### config.mk
export PLATFORM = sky130hd
export DESIGN_NAME = terminal_key_escape_decoder
export DESIGN_NICKNAME = d
export VERILOG_FILES = /design/src/design/tked_pkg.sv /design/src/design/tked_decode.sv /design/src/design/tked_out_fifo.sv /design/src/design/terminal_key_escape_decoder.sv
export SDC_FILE = /design/constraint.sdc
export NUM_CORES = 1
export LEC_CHECK = 0
export ABC_AREA = 1
export BUFFER_PORTS_ARGS = -buffer_cell sky130_fd_sc_hd__clkbuf_2
export CAP_MARGIN = 0
export CORE_ASPECT_RATIO = 0.8
export CORE_MARGIN = 2
export CORE_UTILIZATION = 47
export CTS_CLUSTER_DIAMETER = 150
export DETAILED_ROUTE_END_ITERATION = 8
export PLACE_DENSITY = 0.69
export SETUP_SLACK_MARGIN = 0.2
export SLEW_MARGIN = 25
export SYNTH_ARGS = -nofsm -noshare
export SYNTH_HDL_FRONTEND = slang
export SYNTH_SLANG_ARGS = --single-unit
### constraint.sdc
create_clock -name clk -period 5.55 [get_ports clk]
set_input_delay 0.2775 -clock clk [delete_from_list [all_inputs] [get_ports clk]]
set_output_delay 0.2775 -clock clk [all_outputs]
set_load 0.05 [all_outputs]
### src/design/tked_pkg.sv
`default_nettype none
// ----------------------------------------------------------------------------
// tked_pkg
// shared types and constants of the terminal key escape decoder
// ----------------------------------------------------------------------------
package tked_pkg;

	localparam int FIFO_DEPTH = 4;
	localparam int PTR_W      = $clog2(FIFO_DEPTH);
	localparam int CNT_W      = $clog2(FIFO_DEPTH + 1);

	localparam logic [7:0] CH_ESC = 8'h1b;
	localparam logic [7:0] CH_FF  = 8'h0c;
	localparam logic [7:0] CH_CR  = 8'h0d;
	localparam logic [7:0] CH_LF  = 8'h0a;
	localparam logic [7:0] CH_CSI = 8'h5b;
	localparam logic [7:0] CH_K   = 8'h6b;
	localparam logic [7:0] CH_J   = 8'h6a;
	localparam logic [7:0] CH_H   = 8'h68;
	localparam logic [7:0] CH_L   = 8'h6c;
	localparam logic [7:0] CH_D   = 8'h64;
	localparam logic [7:0] CH_Q   = 8'h71;
	localparam logic [7:0] CH_UA  = 8'h41;
	localparam logic [7:0] CH_UB  = 8'h42;
	localparam logic [7:0] CH_UC  = 8'h43;
	localparam logic [7:0] CH_UD  = 8'h44;

	typedef enum logic [2:0] {
		KEY_UP     = 3'd0,
		KEY_DOWN   = 3'd1,
		KEY_LEFT   = 3'd2,
		KEY_RIGHT  = 3'd3,
		KEY_SELECT = 3'd4,
		KEY_BACK   = 3'd5,
		KEY_DELETE = 3'd6,
		KEY_REDRAW = 3'd7
	} key_t;

	typedef enum logic [2:0] {
		ST_NORMAL = 3'b001,
		ST_ESC    = 3'b010,
		ST_CSI    = 3'b100
	} stage_t;

	typedef enum logic [1:0] {
		EOL_NONE = 2'd0,
		EOL_CR   = 2'd1,
		EOL_LF   = 2'd2
	} eol_t;

	typedef struct packed {
		logic [1:0] cnt;
		key_t       key0;
		key_t       key1;
	} result_t;

endpackage
`default_nettype wire

### src/design/tked_decode.sv
`default_nettype none
// ----------------------------------------------------------------------------
// tked_decode
// escape stage and line-end tracking, maps one byte to up to two key events
// ----------------------------------------------------------------------------
module tked_decode
	import tked_pkg::*;
(
	input  wire logic       clk,
	input  wire logic       arst_n,
	input  wire logic       adv,
	input  wire logic [7:0] byte_in,
	output result_t         result
);

	stage_t stage_q, stage_d;
	eol_t   pend_q, pend_d;

	logic   norm_hit;
	key_t   norm_key;
	stage_t norm_stage;
	eol_t   norm_pend;
	eol_t   kind;

	// byte as seen in normal stage
	always_comb begin
		norm_hit   = 1'b0;
		norm_key   = KEY_UP;
		norm_stage = ST_NORMAL;
		norm_pend  = EOL_NONE;
		kind       = (byte_in == CH_CR) ? EOL_CR : EOL_LF;
		if (byte_in == CH_CR || byte_in == CH_LF) begin
			if (pend_q != EOL_NONE && pend_q != kind) begin
				norm_pend = EOL_NONE;
			end else begin
				norm_hit  = 1'b1;
				norm_key  = KEY_SELECT;
				norm_pend = kind;
			end
		end else begin
			case (byte_in)
				CH_ESC: norm_stage = ST_ESC;
				CH_K: begin norm_hit = 1'b1; norm_key = KEY_UP; end
				CH_J: begin norm_hit = 1'b1; norm_key = KEY_DOWN; end
				CH_H: begin norm_hit = 1'b1; norm_key = KEY_LEFT; end
				CH_L: begin norm_hit = 1'b1; norm_key = KEY_RIGHT; end
				CH_D: begin norm_hit = 1'b1; norm_key = KEY_DELETE; end
				CH_Q: begin norm_hit = 1'b1; norm_key = KEY_BACK; end
				CH_FF: begin norm_hit = 1'b1; norm_key = KEY_REDRAW; end
				default: ;
			endcase
		end
	end

	always_comb begin
		result  = '{cnt: 2'd0, key0: KEY_UP, key1: KEY_UP};
		stage_d = ST_NORMAL;
		pend_d  = pend_q;
		unique case (stage_q)
			ST_ESC: begin
				if (byte_in == CH_CSI) begin
					stage_d = ST_CSI;
					pend_d  = EOL_NONE;
				end else begin
					result.cnt  = norm_hit ? 2'd2 : 2'd1;
					result.key0 = KEY_BACK;
					result.key1 = norm_key;
					stage_d     = norm_stage;
					pend_d      = norm_pend;
				end
			end
			ST_CSI: begin
				if (byte_in != CH_CR && byte_in != CH_LF) begin
					pend_d = EOL_NONE;
				end
				case (byte_in)
					CH_UA: begin result.cnt = 2'd1; result.key0 = KEY_UP; end
					CH_UB: begin result.cnt = 2'd1; result.key0 = KEY_DOWN; end
					CH_UC: begin result.cnt = 2'd1; result.key0 = KEY_RIGHT; end
					CH_UD: begin result.cnt = 2'd1; result.key0 = KEY_LEFT; end
					default: ;
				endcase
			end
			default: begin
				result.cnt  = {1'b0, norm_hit};
				result.key0 = norm_key;
				stage_d     = norm_stage;
				pend_d      = norm_pend;
			end
		endcase
	end

	always_ff @(posedge clk or negedge arst_n) begin
		if (!arst_n) begin
			stage_q <= ST_NORMAL;
			pend_q  <= EOL_NONE;
		end else if (adv) begin
			stage_q <= stage_d;
			pend_q  <= pend_d;
		end
	end

endmodule
`default_nettype wire

### src/design/tked_out_fifo.sv
`default_nettype none
// ----------------------------------------------------------------------------
// tked_out_fifo
// small result queue, takes up to two events at once and sends one per word
// ----------------------------------------------------------------------------
module tked_out_fifo
	import tked_pkg::*;
(
	input  wire logic             clk,
	input  wire logic             arst_n,
	input  wire logic             push,
	input  wire result_t          result,
	output logic                  room,
	output logic [CNT_W-1:0]      count,
	output logic                  out_valid,
	input  wire logic             out_ready,
	output key_t                  out_key,
	output logic                  out_last
);

	key_t             key_q  [FIFO_DEPTH];
	logic             last_q [FIFO_DEPTH];
	logic [PTR_W-1:0] wr_q, rd_q;
	logic [CNT_W-1:0] count_q;
	logic             pop;
	logic [1:0]       n_push;

	assign room      = count_q <= CNT_W'(FIFO_DEPTH - 2);
	assign count     = count_q;
	assign out_valid = count_q != '0;
	assign out_key   = key_q[rd_q];
	assign out_last  = last_q[rd_q];
	assign pop       = out_valid && out_ready;
	assign n_push    = push ? result.cnt : 2'd0;

	always_ff @(posedge clk) begin
		if (n_push != 2'd0) begin
			key_q[wr_q]  <= result.key0;
			last_q[wr_q] <= (n_push == 2'd1);
		end
		if (n_push == 2'd2) begin
			key_q[wr_q + PTR_W'(1)]  <= result.key1;
			last_q[wr_q + PTR_W'(1)] <= 1'b1;
		end
	end

	always_ff @(posedge clk or negedge arst_n) begin
		if (!arst_n) begin
			wr_q    <= '0;
			rd_q    <= '0;
			count_q <= '0;
		end else begin
			wr_q    <= wr_q + PTR_W'(n_push);
			rd_q    <= rd_q + PTR_W'(pop);
			count_q <= count_q + CNT_W'(n_push) - CNT_W'(pop);
		end
	end

endmodule
`default_nettype wire

### src/design/terminal_key_escape_decoder.sv
// datapath: an accepted byte is held in the input register, decoded and written into the result queue
// throughput: one byte per cycle while the queue holds two events or fewer, else input waits
// the rate is set by the four-entry result queue draining one event per cycle while m_axis_tready is high
// reset: asynchronous active-low arst_n clears escape stage, line-end state and queue
`default_nettype none
// ----------------------------------------------------------------------------
// terminal_key_escape_decoder
// terminal bytes in, key events out, with escape and line-end pair handling
// ----------------------------------------------------------------------------
module terminal_key_escape_decoder
	import tked_pkg::*;
(
	input  wire logic       clk,
	input  wire logic       arst_n,
	input  wire logic       s_axis_tvalid,
	output logic            s_axis_tready,
	input  wire logic [7:0] s_axis_tdata,   // [7:0] rx_byte
	output logic            m_axis_tvalid,
	input  wire logic       m_axis_tready,
	output logic [7:0]      m_axis_tdata,   // [2:0] key_event, [7:3] zero
	output logic            m_axis_tlast    // last_of_run
);

	logic             valid_s1;
	logic [7:0]       byte_s1;
	logic             adv;
	logic             room;
	logic [CNT_W-1:0] count;
	result_t          result;
	key_t             out_key;

	assign adv           = valid_s1 && room;
	assign s_axis_tready = !valid_s1 || adv;
	assign m_axis_tdata  = {5'b0, out_key};

	always_ff @(posedge clk) begin
		if (s_axis_tvalid && s_axis_tready) begin
			byte_s1 <= s_axis_tdata;
		end
	end

	always_ff @(posedge clk or negedge arst_n) begin
		if (!arst_n) begin
			valid_s1 <= 1'b0;
		end else begin
			valid_s1 <= (s_axis_tvalid && s_axis_tready) || (valid_s1 && !adv);
		end
	end

	tked_decode u_decode (
		.clk     (clk),
		.arst_n  (arst_n),
		.adv     (adv),
		.byte_in (byte_s1),
		.result  (result)
	);

	tked_out_fifo u_out_fifo (
		.clk       (clk),
		.arst_n    (arst_n),
		.push      (adv),
		.result    (result),
		.room      (room),
		.count     (count),
		.out_valid (m_axis_tvalid),
		.out_ready (m_axis_tready),
		.out_key   (out_key),
		.out_last  (m_axis_tlast)
	);

`ifndef ASSERT_OFF
	a_count_bound: assert property (@(posedge clk) disable iff (!arst_n)
		count <= CNT_W'(FIFO_DEPTH))
		else $error("result queue over capacity");

	a_s1_hold: assert property (@(posedge clk) disable iff (!arst_n)
		valid_s1 && !adv |=> valid_s1 && $stable(byte_s1))
		else $error("stalled input byte lost");

	a_run_cont: assert property (@(posedge clk) disable iff (!arst_n)
		m_axis_tvalid && m_axis_tready && !m_axis_tlast |=> m_axis_tvalid)
		else $error("second event of a byte missing");
`endif

endmodule
`default_nettype wire
==> flow_summary.yaml <==
placement:
  place_inst: 335
  gp_congestion: 0.836
  dp_hpwl_um: 3310
  place.port_buffers: 17
drt:
  drtIter0Drc: 112
  vias: 1732
  wl_per_cell_um: 12.0
  wl_um: 4120
  firstDrtPassIters: 4
  drt.antenna.violating_nets: 0
  via_per_inst: 5.03
  drc: 0
synthesis:
  synth_top_area_share_pct: 27.4
  ys_seq_elements: 37
  synthCells: 261
  synth_top_area_cell: "edfxtp_1"
  synth_common_cells: "nand2_1, inv_1, nor2_1"
  syn_avg_cell_area_um2: 8.41
  yosysMostFrequentCell: "nand2_1"
  synth_edf_count: 20
  synth_ff_type: "edfxtp_1"
  synthTopCellsByArea: "edfxtp_1, dfrtp_1, nand2_1"
  synth-async-reset-ratio_pct: 35.1
  ys_types: 39
  ys_seq_area_share_pct: 45.9
  synth_warnings: 0
  netlist_area_mm2: 0.00220
critical_path:
  r2r-end: "u_out_fifo.count[2]$_DFF_PN0_"
  cp.arrival_ns: 2.64
  cp_max_fo: 5
  reg2regPathDepth: 14
  cp-end-kind: "flop"
  r2r_start: "byte_s1[2]$_DFFE_PP_"
  cp-start-kind: "flop"
  required_ns: 5.72
  r2r_setup_slack_ns: 3.08
  critPathKind: "flop to flop"
global_route:
  grt_start_max_net_pins: 14
  grt_pass1_vias: 1624
  grt_overflow: 0
  grt_pass1_wl_um: 7250
  grt_usage_pct: 18.0
  antenna_found_initial: 0
layout:
  nets: 301
  antennaDiodeCount: 0
  drive_gt1_share_pct: 20.4
  areaGrowthSynthToFinish_pct: 10.5
  finalNonFillerCells: 344
  nFillCells: 434
  finish.utilization_pct: 53.4
power_and_ir_drop:
  p_int_w: 0.000551
  seqPwrFrac_pct: 40.4
  power.leakage_nw: 1.13
  peakVddDrop_uv: 292
  p_sw_share_pct: 43.7
  p_per_area_mw_per_mm2: 403
  p_clk_share_pct: 19.8
  power_frac_comb_pct: 39.7
  p_sw_w: 0.000427
sta:
  hold_slack_ns: 0.166
  rsz0062_at_grt: "no"
  totalNegativeSetupSlack_ns: 0
  setup_violations: 0
  clock_skew_ns: 0.00887
  slew_viol_final: 0
  final_hold_viol_count: 0
  tightest_slew_ns: 0.767
  max_freq_mhz: 405
  maxSlewHeadroom_pct: 48.9
  fin_crit_ns: 2.47
  finalCritPeriodShare_pct: 44.5
clock_tree:
  cts_resized: 0
  post_cts_buffers: 0
  cts_tree: "built"
  cts_buffers: 5
  cts_root_buffer: "clkbuf_8"
  clk-insertion-delay-late_ns: 0.29
  cts_htree_levels: 2
  clk_pin_slew_ns: 0.07
  cts_sinks: 37
  clockBufferDepth: 2
floorplanning:
  start_util_pct: 48.3
  die_area_mm2: 0.00524
  die_h_um: 65.1
  dieWidth_um: 80.4
  core_area_mm2: 0.00454
  boundaryPins: 23
  core.rowCount: 22
hold_path:
  hp-class: "primary input to flop"
  holdPathStages: 1
  min_from: "s_axis_tdata[0]"
  hold_path_end: "byte_s1[0]$_DFFE_PP_"
outcome:
  outcome: "completed"
run:
  drv_cap: 0
power groups by stage:
stage          Sequential [W]  Combinational, W  Clock [W]
6_report             0.000396          0.000389   0.000194
5_1_grt              0.000403          0.000437   0.000209
4_1_cts              0.000395          0.000392   0.000197
3_5_place_dp         0.000400          0.000390          0
3_3_place_gp         0.000399          0.000384          0
2_1_floorplan        0.000379          0.000327          0
cell families after synthesis:
| family | after synthesis | synth area share (%) |
|---|---|---|
| simple gates | 133 | 29.9 |
| buf+inv | 43 | 8.21 |
| flops | 37 | 45.9 |
| compound gates | 36 | 10.1 |
| fa+ha+maj | 6 | 3.76 |
| xor+xnor | 5 | 1.99 |
| other cells | 1 | 0.171 |
layout by cell type, fill, tap and decap left out, types with 5 or more instances in the layout:
cell / n
nand2_1: 68
nand3_1: 8
o22ai_1: 5
ha_1: 5
nor2_1: 23
conb_1: 5
nand2_4: 5
a21oi_1: 6
clkbuf_8: 6
inv_2: 8
clkbuf_2: 17
nand2_2: 8
dfrtp_1: 12
inv_1: 28
o21ai_0: 11
edfxtp_1: 20
worst max-delay path: stages, from the launching register on:
cell and delay, ns:
edfxtp_1 0.43, inv_1 0.11, nand2_2 0.08, nor2_2 0.20
nand2_1 0.09, nand2_1 0.09, nor2_2 0.05, nand2_4 0.07
nand2_4 0.07, nor3_4 0.20, inv_2 0.09, ha_1 0.28
inv_1 0.05, fa_1 0.42, xnor2_1 0.13
what timing repair did:
item	CTS	global route
hold buffers	1	0
hold endpoints to repair	12	0
setup endpoints to repair	0	0
how the worst max path moves through the flow:
stage | startpoint | endpoint | slack [ns] | depth (start not counted)
after CTS | byte_s1[2]$_DFFE_PP_ | u_out_fifo.count[2]$_DFF_PN0_ | 3.10 | 14
after global placement | byte_s1[2]$_DFFE_PP_ | u_out_fifo.count[2]$_DFF_PN0_ | 3.14 | 14
after detailed placement | byte_s1[2]$_DFFE_PP_ | u_out_fifo.count[2]$_DFF_PN0_ | 3.11 | 14
after global routing | byte_s1[2]$_DFFE_PP_ | u_out_fifo.count[2]$_DFF_PN0_ | 2.88 | 14
after floorplan | byte_s1[5]$_DFFE_PP_ | u_out_fifo.count[2]$_DFF_PN0_ | 3.28 | 14
final | byte_s1[2]$_DFFE_PP_ | u_out_fifo.count[2]$_DFF_PN0_ | 3.08 | 14
sequential cells by signal, indices dropped and copies added (netlist names):
name	count
u_out_fifo.count	3
u_out_fifo.wr_q	2
u_decode.stage_q	3
byte_s1	8
u_decode.pend_q	2
u_out_fifo.key_q	12
u_out_fifo.rd_q	2
u_out_fifo.last_q	4
valid_s1	1
per-layer routing:
metal | track usage, % | wire, um
met1 | 26.7 | 2120
met5 | 0 | 0
met2 | 26.4 | 1710
met4 | 5.93 | 57
met3 | 3.71 | 230
area by class of cell:
cell class	instances	area, um2	area share (%)
inverter	36	135	5.57
clock buffer	8	90.1	3.71
multi-input combinational	185	1020	42.2
tap	60	75.1	3.09
timing repair buffer	18	95.1	3.92
sequential	37	1010	41.5
through the flow:
stage	cell area [um2]	total power (W)	setup slack, ns
6_report	2430	0.000978	3.08
5_1_grt	2430	0.00105	2.88
4_1_cts	2430	0.000984	3.10
3_5_place_dp	2330	0.000791	3.11
3_3_place_gp	2330	0.000782	3.14
2_1_floorplan	2210	0.000706	3.28
Note: power is estimated with default switching activity, not from simulation.
